[src/rtl/mtd_pkg.sv]
package mtd_pkg;

    localparam logic [7:0] CHAR_DOT     = 8'h2E;
    localparam logic [7:0] CHAR_DASH    = 8'h2D;
    localparam logic [7:0] CHAR_SLASH   = 8'h2F;
    localparam logic [7:0] CHAR_SPACE   = 8'h20;
    localparam logic [7:0] CHAR_UNKNOWN = 8'h58;

    localparam int TABLE_SIZE = 45;

    // pattern bits: first symbol most significant, dash = 1, dot = 0
    typedef struct packed {
        logic [2:0] len;
        logic [5:0] bits;
        logic [7:0] ch;
    } morse_entry_t;

    localparam morse_entry_t MORSE_TABLE [TABLE_SIZE] = '{
        '{3'd2, 6'b000001, "a"}, '{3'd4, 6'b001000, "b"}, '{3'd4, 6'b001010, "c"},
        '{3'd3, 6'b000100, "d"}, '{3'd1, 6'b000000, "e"}, '{3'd4, 6'b000010, "f"},
        '{3'd3, 6'b000110, "g"}, '{3'd4, 6'b000000, "h"}, '{3'd2, 6'b000000, "i"},
        '{3'd4, 6'b000111, "j"}, '{3'd3, 6'b000101, "k"}, '{3'd4, 6'b000100, "l"},
        '{3'd2, 6'b000011, "m"}, '{3'd2, 6'b000010, "n"}, '{3'd3, 6'b000111, "o"},
        '{3'd4, 6'b000110, "p"}, '{3'd4, 6'b001101, "q"}, '{3'd3, 6'b000010, "r"},
        '{3'd3, 6'b000000, "s"}, '{3'd1, 6'b000001, "t"}, '{3'd3, 6'b000001, "u"},
        '{3'd4, 6'b000001, "v"}, '{3'd3, 6'b000011, "w"}, '{3'd4, 6'b001001, "x"},
        '{3'd4, 6'b001011, "y"}, '{3'd4, 6'b001100, "z"},
        '{3'd5, 6'b011111, "0"}, '{3'd5, 6'b001111, "1"}, '{3'd5, 6'b000111, "2"},
        '{3'd5, 6'b000011, "3"}, '{3'd5, 6'b000001, "4"}, '{3'd5, 6'b000000, "5"},
        '{3'd5, 6'b010000, "6"}, '{3'd5, 6'b011000, "7"}, '{3'd5, 6'b011100, "8"},
        '{3'd5, 6'b011110, "9"},
        '{3'd6, 6'b110011, ","}, '{3'd6, 6'b010101, "."}, '{3'd6, 6'b101010, ";"},
        '{3'd6, 6'b111000, ":"}, '{3'd6, 6'b001100, "?"}, '{3'd4, 6'b001110, "!"},
        '{3'd6, 6'b011110, 8'h27}, '{3'd5, 6'b010110, "("}, '{3'd6, 6'b101101, ")"}
    };

endpackage

[src/rtl/morse_token_decoder_unit.sv]
// Morse token decoder: takes one ASCII character per request on the s_ side and
// returns one decoded character per finished token on the m_ side. Dots and dashes
// build a token, a lone slash is the word space, whitespace or s_tlast ends the
// token; a token with no table match comes out as 'X' with m_tuser set. One
// character is taken every cycle while s_tready is high; a closing character goes from
// the input register through the decode logic into the result register, which drives
// m_tvalid. The result register holds while m_tready is low, and s_tready falls only
// when an input is waiting, the result register is full and m_tready is low.
module morse_token_decoder_unit #(
    parameter int MAX_CODE_SYMBOLS = 6
) (
    input  logic       aclk,
    input  logic       aresetn,
    input  logic       s_tvalid,
    output logic       s_tready,
    input  logic [7:0] s_tdata,   // in_char
    input  logic       s_tlast,   // end_of_text
    output logic       m_tvalid,
    input  logic       m_tready,
    output logic [7:0] m_tdata,   // out_char
    output logic       m_tuser    // unknown
);
    import mtd_pkg::*;

    localparam int SW    = MAX_CODE_SYMBOLS;
    localparam int CNT_W = $clog2(MAX_CODE_SYMBOLS + 1);

    logic             in_valid_reg;
    logic [7:0]       in_char_reg;
    logic             in_last_reg;

    logic [SW-1:0]    sym_bits_reg, sym_bits_next;
    logic [CNT_W-1:0] sym_count_reg, sym_count_next;
    logic             slash_reg, slash_next;
    logic             bad_reg, bad_next;

    logic             out_valid_reg, out_valid_next;
    logic [7:0]       out_char_reg, out_char_next;
    logic             out_unk_reg, out_unk_next;

    logic             out_free;
    logic             advance;
    logic             is_blank;
    logic             is_sym;
    logic [SW-1:0]    upd_bits, tok_bits;
    logic [CNT_W-1:0] upd_count, tok_count;
    logic             upd_slash, tok_slash;
    logic             upd_bad, tok_bad;
    logic             flush;
    logic             emit;
    logic             found;
    logic [7:0]       match_char;

    assign out_free = !out_valid_reg || m_tready;
    assign advance  = in_valid_reg && out_free;
    assign s_tready = !in_valid_reg || out_free;

    assign m_tvalid = out_valid_reg;
    assign m_tdata  = out_char_reg;
    assign m_tuser  = out_unk_reg;

    // token update for a non-blank character
    always_comb begin
        is_blank  = in_char_reg inside {[8'h09:8'h0D], CHAR_SPACE};
        is_sym    = (in_char_reg == CHAR_DOT) || (in_char_reg == CHAR_DASH);
        upd_bits  = sym_bits_reg;
        upd_count = sym_count_reg;
        upd_slash = slash_reg;
        upd_bad   = bad_reg;
        if (is_sym) begin
            if (slash_reg || (sym_count_reg >= CNT_W'(MAX_CODE_SYMBOLS))) begin
                upd_bad = 1'b1;
            end else if (!bad_reg) begin
                upd_bits  = {sym_bits_reg[SW-2:0], in_char_reg == CHAR_DASH};
                upd_count = sym_count_reg + CNT_W'(1);
            end
        end else if (in_char_reg == CHAR_SLASH) begin
            if (slash_reg || (sym_count_reg != '0)) begin
                upd_bad = 1'b1;
            end else begin
                upd_slash = 1'b1;
            end
        end else if (!is_blank) begin
            upd_bad = 1'b1;
        end
        tok_bits  = is_blank ? sym_bits_reg  : upd_bits;
        tok_count = is_blank ? sym_count_reg : upd_count;
        tok_slash = is_blank ? slash_reg     : upd_slash;
        tok_bad   = is_blank ? bad_reg       : upd_bad;
        flush     = is_blank || in_last_reg;
        emit      = flush && ((tok_count != '0) || tok_slash || tok_bad);
    end

    // table lookup
    always_comb begin
        found      = 1'b0;
        match_char = CHAR_UNKNOWN;
        for (int t = 0; t < TABLE_SIZE; t++) begin
            if (!found && (tok_count == CNT_W'(MORSE_TABLE[t].len))
                    && (tok_bits == SW'(MORSE_TABLE[t].bits))) begin
                found      = 1'b1;
                match_char = MORSE_TABLE[t].ch;
            end
        end
    end

    always_comb begin
        sym_bits_next  = sym_bits_reg;
        sym_count_next = sym_count_reg;
        slash_next     = slash_reg;
        bad_next       = bad_reg;
        out_valid_next = out_valid_reg;
        out_char_next  = out_char_reg;
        out_unk_next   = out_unk_reg;
        if (out_free) begin
            out_valid_next = 1'b0;
        end
        if (advance) begin
            if (flush) begin
                sym_bits_next  = '0;
                sym_count_next = '0;
                slash_next     = 1'b0;
                bad_next       = 1'b0;
            end else begin
                sym_bits_next  = upd_bits;
                sym_count_next = upd_count;
                slash_next     = upd_slash;
                bad_next       = upd_bad;
            end
            out_valid_next = emit;
            if (emit) begin
                if (tok_bad) begin
                    out_char_next = CHAR_UNKNOWN;
                    out_unk_next  = 1'b1;
                end else if (tok_slash && (tok_count == '0)) begin
                    out_char_next = CHAR_SPACE;
                    out_unk_next  = 1'b0;
                end else begin
                    out_char_next = match_char;
                    out_unk_next  = !found;
                end
            end
        end
    end

    always_ff @(posedge aclk) begin
        if (!aresetn) begin
            in_valid_reg  <= 1'b0;
            sym_bits_reg  <= '0;
            sym_count_reg <= '0;
            slash_reg     <= 1'b0;
            bad_reg       <= 1'b0;
            out_valid_reg <= 1'b0;
        end else begin
            if (s_tready) begin
                in_valid_reg <= s_tvalid;
            end
            sym_bits_reg  <= sym_bits_next;
            sym_count_reg <= sym_count_next;
            slash_reg     <= slash_next;
            bad_reg       <= bad_next;
            out_valid_reg <= out_valid_next;
        end
    end

    always_ff @(posedge aclk) begin
        if (s_tready && s_tvalid) begin
            in_char_reg <= s_tdata;
            in_last_reg <= s_tlast;
        end
        out_char_reg <= out_char_next;
        out_unk_reg  <= out_unk_next;
    end

endmodule

[config.mk]
export PLATFORM = sky130hd
export DESIGN_NAME = morse_token_decoder_unit
export DESIGN_NICKNAME = d
export VERILOG_FILES = /design/src/rtl/mtd_pkg.sv /design/src/rtl/morse_token_decoder_unit.sv
export SDC_FILE = /design/constraint.sdc
export NUM_CORES = 1
export LEC_CHECK = 0
export BUFFER_PORTS_ARGS = -buffer_cell sky130_fd_sc_hd__buf_2
export CORE_ASPECT_RATIO = 1.5
export CORE_MARGIN = 1
export CORE_UTILIZATION = 40
export CTS_CLUSTER_SIZE = 28
export DETAILED_ROUTE_END_ITERATION = 8
export PLACE_DENSITY = 0.54
export RECOVER_POWER = 25
export SYNTH_ARGS = -nofsm -noshare
export SYNTH_HDL_FRONTEND = slang
export SYNTH_SLANG_ARGS = --single-unit
[constraint.sdc]
create_clock -name aclk -period 4.6 [get_ports aclk]
set_input_delay 0.92 -clock aclk [delete_from_list [all_inputs] [get_ports aclk]]
set_output_delay 0.92 -clock aclk [all_outputs]
set_load 0.02 [all_outputs]
# Yosys cells after proc, flatten, opt, wreduce, memory -nomap -nowiden
# Cells that the tools add are included.
[op_classes] n_addsub=1 order_cmp=3 eq_ne=36 mux=116 reduce_logical=159
[ops] operator="2-to-1 mux 7 bit" count=45
[ops] operator="logical AND 1 bit" count=94
[ops] operator="2-to-1 mux 1 bit" count=60
[ops] operator="== test 6 x 4 -> 1 bit, second input constant" count=8
[ops] operator="logical NOT 1 bit" count=47
[ops] operator="OR reduction 46 bit" count=1
[ops] operator="== test 6 x 5 -> 1 bit, second input constant" count=7
[ops] operator="2-to-1 mux 6 bit" count=6
[ops] operator="== test 8 x 6 -> 1 bit, second input constant" count=4
[ops] operator="== test 6 x 3 -> 1 bit, second input constant" count=4
[ops] operator="== test 6 bit, second input constant" count=4
[ops] operator="2-to-1 mux 3 bit" count=5
[ops] operator="== test 6 x 2 -> 1 bit, second input constant" count=2
[ops] operator="== test 3 bit, second input constant" count=3
[ops] operator="greater-or-equal comparator 8 x 4 -> 1 bit, second input constant" count=1
[ops] operator="less-or-equal comparator 8 x 4 -> 1 bit, second input constant" count=1
[ops] operator="logical OR 1 bit" count=8
[ops] operator="== test 3 x 2 -> 1 bit, second input constant" count=2
[ops] operator="== test 6 x 1 -> 1 bit, second input constant" count=1
[ops] operator="logical NOT 6 bit" count=1
[ops] operator="nonzero test 3 bit" count=2
[ops] operator="nonzero test 2 bit" count=2
[ops] operator="OR reduction 4 bit" count=1
[ops] operator="adder 3 x 1 -> 3 bit, second input constant" count=1
[ops] operator="other kinds (5)" count=5
[word_totals] register_bits=31 output_inout_bits=11 elab_cells=328

# Logic depth before layout (Yosys ltp)
# Gate-level depths: netlist of run 1.
[depth] depth_word=186 depth_mapped=11 ltp_nobuf=10

# Least setup slack after synthesis of run 1
# OpenSTA, ideal clock, no wires.
[synth_path] path_type="flip-flop to flip-flop" start="reg in_char_reg[4]" end="reg out_char_reg[0] (netlist: m_tdata[0]) (enable)" setup_ps=392 t_arrival_ps=2785 slack_ps=1423 stages_incl_launch_ff=8 cell_sequence="edfxtp_1 > or3_4 > buf_6 > or4_4 > buf_2 > a31oi_1 > nand2_1 > a311oi_1"
[synth_between] elab_chain_len=10 word_cells_on_any_way=24 cone_classes="order compare: 2; eq/ne: 4; mux: 9; reduce/logical: 9"
[synth_rtl] item="start, declared" line="morse_token_decoder_unit.sv:29" source="logic [7:0] in_char_reg;"
[synth_rtl] item="start signal, assigned" line="morse_token_decoder_unit.sv:168" source="in_char_reg <= s_tdata;"
[synth_rtl] item="greater-or-equal comparator 8 x 4 -> 1 bit or less-or-equal comparator 8 x 4 -> 1 bit (tied branches)" line="morse_token_decoder_unit.sv:64" source="is_blank = in_char_reg inside {[8'h09:8'h0D], CHAR_SPACE};"
[synth_rtl] item="logical AND 1 bit" line="morse_token_decoder_unit.sv:64"
[synth_rtl] item="nonzero test 2 bit" line="morse_token_decoder_unit.sv:64"
[synth_rtl] item="2-to-1 mux 1 bit" line="morse_token_decoder_unit.sv:83" source="end else if (!is_blank) begin"
[synth_rtl] item="2-to-1 mux 1 bit" line="morse_token_decoder_unit.sv:77" source="end else if (in_char_reg == CHAR_SLASH) begin"
[synth_rtl] item="2-to-1 mux 1 bit" line="morse_token_decoder_unit.sv:70" source="if (is_sym) begin"
[synth_rtl] item="2-to-1 mux 1 bit" line="morse_token_decoder_unit.sv:89" source="tok_bad = is_blank ? bad_reg : upd_bad;"
[synth_rtl] item="logical OR 1 bit" line="morse_token_decoder_unit.sv:91" source="emit = flush && ((tok_count != '0) || tok_slash || tok_bad);"
[synth_rtl] item="logical AND 1 bit (*)" line="morse_token_decoder_unit.sv:91"
[synth_rtl] item="AND reduction 2 bit (no line) (*)"
[synth_rtl] item="end signal, assigned" line="morse_token_decoder_unit.sv:171" source="out_char_reg <= out_char_next;"
[synth_rtl] item="end, declared" line="morse_token_decoder_unit.sv:38" source="logic [7:0] out_char_reg, out_char_next;"
# Mark *: on every way between the ends. The rest lies on a longest branch, timed or not.
# A chain may end at the register's enable or synchronous reset.

# Worst setup path after layout of run 1
[layout_path] start="reg sym_count_reg[1]" end="reg out_char_reg[3] (netlist: m_tdata[3]) (data pin)"
[layout_between] elab_chain_len=185 word_cells_on_any_way=279 cone_classes="add/sub: 1; order compare: 1; eq/ne: 32; mux: 106; reduce/logical: 139"
[layout_rtl] item="start, declared" line="morse_token_decoder_unit.sv:33" source="logic [CNT_W-1:0] sym_count_reg, sym_count_next;"
[layout_rtl] item="start signal, assigned" line="morse_token_decoder_unit.sv:159" source="sym_count_reg <= sym_count_next;"
[layout_rtl] item="adder 3 x 1 -> 3 bit or greater-or-equal comparator 3 bit (tied branches)" line="morse_token_decoder_unit.sv:75, morse_token_decoder_unit.sv:71"
[layout_rtl] item="2-to-1 mux 3 bit or logical OR 1 bit (tied branches)" line="morse_token_decoder_unit.sv:73, morse_token_decoder_unit.sv:71"
[layout_rtl] item="2-to-1 mux 3 bit or 2-to-1 mux 6 bit (tied branches)" line="morse_token_decoder_unit.sv:71" source="if (slash_reg || (sym_count_reg >= CNT_W'(MAX_CODE_SYMBOLS))) begin"
[layout_rtl] item="2-to-1 mux 3 bit or 2-to-1 mux 6 bit (tied branches)" line="morse_token_decoder_unit.sv:70"
[layout_rtl] item="2-to-1 mux 3 bit or 2-to-1 mux 6 bit (tied branches)" line="morse_token_decoder_unit.sv:87, morse_token_decoder_unit.sv:86"
[layout_rtl] item="== test 3 x 2 -> 1 bit or == test 6 x 1 -> 1 bit (tied branches)" line="morse_token_decoder_unit.sv:99, morse_token_decoder_unit.sv:100"
[layout_rtl] item="logical AND 1 bit" line="morse_token_decoder_unit.sv:100" source="&& (tok_bits == SW'(MORSE_TABLE[t].bits))) begin"
[layout_rtl] item="2-to-1 mux 1 bit" line="morse_token_decoder_unit.sv:99" source="if (!found && (tok_count == CNT_W'(MORSE_TABLE[t].len))"
[layout_rtl] item="[169 not listed]"
[layout_rtl] item="logical AND 1 bit" line="morse_token_decoder_unit.sv:99"
[layout_rtl] item="logical AND 1 bit" line="morse_token_decoder_unit.sv:100"
[layout_rtl] item="2-to-1 mux 1 bit" line="morse_token_decoder_unit.sv:99"
[layout_rtl] item="logical NOT 1 bit" line="morse_token_decoder_unit.sv:99"
[layout_rtl] item="logical AND 1 bit" line="morse_token_decoder_unit.sv:99"
[layout_rtl] item="logical AND 1 bit" line="morse_token_decoder_unit.sv:100"
[layout_rtl] item="2-to-1 mux 7 bit" line="morse_token_decoder_unit.sv:99"
[layout_rtl] item="2-to-1 mux 7 bit" line="morse_token_decoder_unit.sv:135" source="end else if (tok_slash && (tok_count == '0)) begin"
# Parallel ways exist; a longest one is shown, timed or not.

==> results.ini, run 1 <==
[run_status]
outcome = completed

[sta]
finalSetupTns_ns = 0
fin_crit_ns = 3.49
worst-slew-pin-transition_ns = 0.887
finalSetupViolCount = 0
max_freq_ghz = 0.286
fin_worst_skew_ns = 0.00859
hold_viol = 0
slew_violations = 0
worst_slack_ns = 1.11
hold_ws_ns = 0.533
relSlewSlack_pct = 40.3
period_share_pct = 76.0
rsz0062_at_grt = no

[clock_network]
htreeDepth = 2
cts_tree = built
clk_pin_slew_ns = 0.07
clock-sinks = 30
cts_hold_buffers = 0
root_buffer = clkbuf_8
cts_setup_buffers = 0
numCtsBuffers = 5
insertion_delay_ns = 0.29
cts_resized = 0
clk_path_buf_depth = 2

[critical_path]
path_buf_inv = 1
ff2ff_path_depth = 9
cp_cell_sequence = inv_1 > ha_1 > nor4b_1 > nand2_1 > o31ai_2 > nor2_1 > o31ai_1 > nor4b_1 > a211o_1
reg2reg_slack_ns = 1.11
path_max_fanout = 15
path_delay_family = compound AO/OA/AOI/OAI gates
cp.arrival_ns = 3.54
critical_path.endpoint_type = flip-flop
cp_slowest_cell = dfxtp_1
setup.worst_path.class = reg -> reg
critPathRequiredTime_ns = 4.64
critPathLaunchType = flip-flop
path_common_cell = nor4b_1
worstReg2RegStart = sym_count_reg[1]
r2r_end = m_tdata[3]
max_stage_delay_ns = 0.57

[logic_synthesis]
synth_compound_area_share_pct = 29.4
synth_nets = 350
synth_top_family_by_area = simple AND/OR/NAND/NOR gates
yosysSeqAreaShare_pct = 27.6
synthSimpleGateAreaFrac_pct = 31.3
yosysUniqueCellTypes = 80
ys_ff_latch = 30
syn_avg_cell_area_um2 = 8.33
syn-instance-count = 335
yosysWarnings = 0
synth_xor_area_share_pct = 0.897
synth.area.mux_share_pct = 3.99
syn-cell-area_um2 = 2790
synth_enable_flop_cells = 17
async_flop_share_pct = 0
synthFlopType = edfxtp_1
synth_fa_ha_area_share_pct = 0.897

[hold_path]
holdPathStages = 2
hold_end = in_valid_reg
hp-class = reg -> reg
hp-start = in_valid_reg

[final_layout]
layout-drive-gt1-share_pct = 16.3
largest_reg_flops = 8
final_cells = 425
final_common_cell = nor2_1
final_util_pct = 45.5
final_cell_mix = 29 x nor2_1, 26 x nand2_1, 18 x buf_2
antenna_cells = 0
fill_cells = 652
nets = 363
area_growth_pct = 7.98

[grt]
grt_max_degree = 22
grt_pass1_vias = 2646
grt.overflow.total = 0
grt_pass1_wl_um = 14000
antenna_found_initial = 0
grtUsageTotal_pct = 24.3

[place]
dp_slack_ns = 1.26
port-buffer-count = 22
dpl.hpwl_um = 6680
place_congestion = 0.928
dpl.cell_count = 417

[floorplan]
initial_core_util_pct = 42.1
dieArea_um2 = 7320
rows = 36
die_w_um = 70.2
ios = 24
core_um2 = 6620
die_y_um = 104

[route]
num_vias = 2893
wl_per_cell_um = 20.9
routed_wl_um = 8870
vias_per_cell = 6.81
drc = 0
postRouteAntennaNets = 0
drt_iter0_drc = 338
drt_pass1_iterations = 6

[run]
maxCapViolations = 0

[pwr]
p_per_area_nw_per_um2 = 190
p_leak_nw = 0.923
vdd_ir_drop_max_uv = 130

## kinds of logic after synthesis
logic type / after synthesis
fa+ha+maj: 2
compound gates: 105
xor+xnor: 2
buf+inv: 33
other cells: 1
simple gates: 151
flops: 30
mux: 11
## how the worst max path moves through the flow
stage	endpoint	from	slack [ns]	cells past startpoint
after global placement	m_tdata[5]	in_char_reg[4]	1.22	8
final	m_tdata[3]	sym_count_reg[1]	1.11	9
after detailed placement	m_tdata[5]	sym_count_reg[2]	1.26	9
after global routing	m_tdata[3]	sym_count_reg[1]	0.93	9
after CTS	m_tdata[5]	sym_count_reg[1]	1.25	8
after floorplan	m_tdata[0]	in_char_reg[4]	1.42	7
## worst register-to-register path, stage by stage, from the launching register on
cell and delay (ns):
dfxtp_1 0.57, inv_1 0.20, ha_1 0.50, nor4b_1 0.50, nand2_1 0.15, o31ai_2 0.43
nor2_1 0.13, o31ai_1 0.37, nor4b_1 0.11, a211o_1 0.30
## synth_stat cells (all sizes together) (3+ instances only)
library cell  instances  area (µm²)
dfxtp                13         260
nor4                 12        96.3
nor4b                 5        43.8
a21oi                16        80.1
edfxtp               17         510
or4                   4        41.3
o31ai                 5        42.5
nand4b                3        26.3
or3                   3        23.8
inv                   9        33.8
nand4                 7        43.8
a211oi                4        35.0
nand3                 8        40.0
nand2                27         104
o211ai                5        42.5
a22oi                 7        52.6
o21ai                12        60.1
and3                  6        42.5
nor2b                14        87.6
and2                  3        18.8
buf                  10        76.3
nor3b                 5        37.5
mux2i                10         100
nor3                 14        75.1
clkbuf               14        52.6
a41oi                 3        26.3
a21boi                3        22.5
o21a                  4        30.0
o41ai                 5        51.3
a31oi                 5        31.3
nor2                 29         109
nand2b                8        50.1
o221a                 3        33.8
o22ai                 8        63.8
## metrics by stage
step	instance area (µm²)	total power, mW
after floorplan	2790	0.336
after global placement	2930	0.349
after detailed placement	2930	0.349
after CTS	3020	0.578
after global routing	3010	0.595
final	3010	0.574
## area by class of cell
type	count	area [µm²]	area share (%)
Clock buffer	7	86.3	2.87
Clock inverter	1	5.00	0.166
Inverter	9	33.8	1.12
Multi-Input combinational cell	272	1860	61.6
Sequential cell	30	771	25.6
Tap cell	76	95.1	3.16
Timing Repair Buffer	30	165	5.48
## metal layers
layer | vias up | global-route usage [%] | part of all wire [%]
li1 | 1343 | - | -
met1 | 1339 | 26.1 | 37
met2 | 175 | 44.7 | 52
met3 | 36 | 3.68 | 6.1
met4 | 0 | 12.7 | 4.9
met5 | - | 0 | 0
## power by group
part           leakage (nW)  total (mW)  internal [mW]  switching (mW)
Sequential            0.254       0.298          0.291         0.00780
Combinational         0.621      0.0450         0.0155          0.0295
Clock                0.0482       0.230          0.121           0.110
Total                 0.923       0.574          0.427           0.147
No activity file was read; power rests on OpenSTA's default activity.
==> run 2: changes to the inputs <==
clock period = 3.6 ns   (was 4.6 ns; I/O delays follow)
==> run 2 against run 1 <==
Effect of this change:
- critical path depth increased by 1
- die area unchanged
- hold slack got worse by 0.0026 ns
- power increased by 28%
- non-clock buffer count increased by 14
- via count increased by 1.1%
- clock skew increased by 0.0073 ns
- fmax increased by 3.6%
- largest cell class unchanged
- highest routed layer unchanged
==> results.ini, run 2 (same netlist as run 1, synthesis figures left out) <==
[sta]
hold_ws_ns = 0.531  ; -0.00255 ns
slew_violations = 0  ; unchanged
finalSetupTns_ns = 0  ; unchanged
hold_viol = 0  ; unchanged
finalSetupViolCount = 0  ; unchanged
fin_worst_skew_ns = 0.0159  ; +0.00734 ns
worst-slew-pin-transition_ns = 0.868  ; -0.0187 ns
relSlewSlack_pct = 41.5  ; +1.3 points
max_freq_ghz = 0.296  ; +3.6%
fin_crit_ns = 3.37  ; -0.121 ns
rsz0062_at_grt = no
period_share_pct = 93.7  ; +18 points

[final_layout]
regArea_um2 = 771  ; unchanged
largest_reg_flops = 8  ; unchanged
final_common_cell = nor2_1
layout-drive-gt1-share_pct = 20.4  ; +4.1 points
nets = 377  ; +3.9%
final_util_pct = 47.1  ; +1.6 points
antenna_cells = 0  ; unchanged
final_cell_mix = 29 x nor2_1, 26 x nand2_1, 22 x buf_4
multiInputGateArea_um2 = 1860  ; unchanged
fill_cells = 651  ; -0.15%
area_growth_pct = 11.9

[place]
place_congestion = 0.941  ; +1.4%
dpl.hpwl_um = 7090  ; +6.1%
port-buffer-count = 22  ; unchanged

[grt]
grt_pass1_wl_um = 14800  ; +5.5%
grt_pass1_vias = 2864  ; +8.2%
grt.overflow.total = 0  ; unchanged
antenna_found_initial = 0  ; unchanged
grt_max_degree = 21  ; -4.5%
grtUsageTotal_pct = 25.7  ; +1.4 points

[floorplan]
initial_core_util_pct = 42.1  ; unchanged
ios = 24  ; unchanged
core_um2 = 6620  ; unchanged
rows = 36  ; unchanged
dieArea_um2 = 7320  ; unchanged
die_w_um = 70.2  ; unchanged
die_y_um = 104  ; unchanged

[pwr]
power_switching_share_pct = 25.8  ; +0.21 points
pwr-share-clk_pct = 40.3  ; +0.2 points
p_switching_mw = 0.190  ; +29%
p_leak_nw = 1.00  ; +8.4%
vdd_ir_drop_max_uv = 213  ; +63%
power_frac_seq_pct = 51.7  ; -0.3 points
p_int_mw = 0.547  ; +28%
p_per_area_nw_per_um2 = 236  ; +24%
comb_power_share_pct = 8.1  ; +0.3 points

[route]
wl_per_cell_um = 21.2  ; +1.6%
drt_pass1_iterations = 5  ; -1
num_vias = 2926  ; +1.1%
routed_wl_um = 9320  ; +5.0%
drt_iter0_drc = 230  ; -32%
vias_per_cell = 6.67  ; -2.1%
drc = 0  ; unchanged
postRouteAntennaNets = 0  ; unchanged

[critical_path]
path_delay_family = compound AO/OA/AOI/OAI gates
worstReg2RegStart = in_char_reg[4]
cp_slowest_cell = o31ai_2
path_buf_inv = 2  ; +1
critPathLaunchType = flip-flop
setup.worst_path.class = reg -> reg
path_common_cell = buf_4
r2r_end = m_tdata[3]
max_stage_delay_ns = 0.50  ; -0.07 ns
reg2reg_slack_ns = 0.23  ; -0.88 ns
cp.arrival_ns = 3.41  ; -0.13 ns
cp_cell_sequence = or3_4 > nor4_4 > buf_4 > buf_4 > nand2_1 > o31ai_2 > nor2_1 > o31ai_1 > nor4b_1 > a211o_1
critical_path.endpoint_type = flip-flop
critPathRequiredTime_ns = 3.64  ; -1.00 ns
ff2ff_path_depth = 10  ; +1
path_max_fanout = 13  ; -2

[clock_network]
cts_setup_buffers = 0  ; unchanged
insertion_delay_ns = 0.29  ; about the same
htreeDepth = 2  ; unchanged
cts_resized = 0  ; unchanged
numCtsBuffers = 5  ; unchanged
clk_path_buf_depth = 2  ; unchanged
clk_pin_slew_ns = 0.08  ; about the same
clock-sinks = 30  ; unchanged
root_buffer = clkbuf_8
cts_hold_buffers = 0  ; unchanged
cts_tree = built

[hold_path]
hp-start = in_valid_reg
hp-class = reg -> reg
hold_end = in_valid_reg
holdPathStages = 2  ; unchanged

[run]
maxCapViolations = 0  ; unchanged

[run_status]
outcome = completed

[run 2: cell types whose count changed in the layout (fill, tap and decap cells not counted)]
cell / change
o311ai_1: +1
clkbuf_1: -3
o311ai_0: -1
buf_4: +14
buf_2: +3
and2_0: +1
and2_1: -1
[run 2: per-layer routing]
metal  vias up  routed length, µm  share of wire [%]  GRT usage [%]
met5         -                  0                  0              0
met4         0                473                5.1           14.6
met3        43                412                4.4           3.97
met2       129               4940                 53           47.3
met1      1383               3490                 37           27.0
li1       1371                  -                  -              -
[run 2: worst min-delay path, stage by stage, from the launching register on]
cell,delay [ns]
dfxtp_1,0.32
a21oi_1,0.12
nor2b_1,0.05
[run 2: cell type report]
type                    instances  area share [%]
clock inverters                 1           0.160
clock buffers                   7            2.77
flip-flops and latches         30            24.7
inverters                       9            1.08
multi-input cells             272            59.5
well taps                      76            3.05
repair buffers                 44            8.78
[run 2: stage by stage]
stage	worst slack, ns	cells	instance area, µm²	power (mW)
after floorplan	0.423	335	2790	0.430
after global placement	0.300	431	3030	0.447
after detailed placement	0.305	431	3030	0.448
after CTS	0.265	439	3120	0.739
after global routing	0.00998	439	3120	0.759
final	0.227	439	3120	0.737
[run 2: power groups by stage]
| stage | Combinational [mW] | Sequential (mW) | Clock (mW) |
|---|---|---|---|
| after floorplan | 0.0433 | 0.387 | 0 |
| after global placement | 0.0591 | 0.388 | 0 |
| after detailed placement | 0.0593 | 0.388 | 0 |
| after CTS | 0.0595 | 0.381 | 0.299 |
| after global routing | 0.0640 | 0.383 | 0.312 |
| final | 0.0595 | 0.381 | 0.297 |
[run 2: worst max-delay path by stage]
stage	from	endpoint	depth (start not counted)
5_1_grt	in_char_reg[5]	m_tdata[6]	9
6_report	in_char_reg[4]	m_tdata[3]	10
3_3_place_gp	in_char_reg[4]	m_tdata[3]	10
3_5_place_dp	in_char_reg[4]	m_tdata[6]	9
2_1_floorplan	in_char_reg[4]	m_tdata[0]	7
4_1_cts	in_char_reg[4]	m_tdata[6]	9
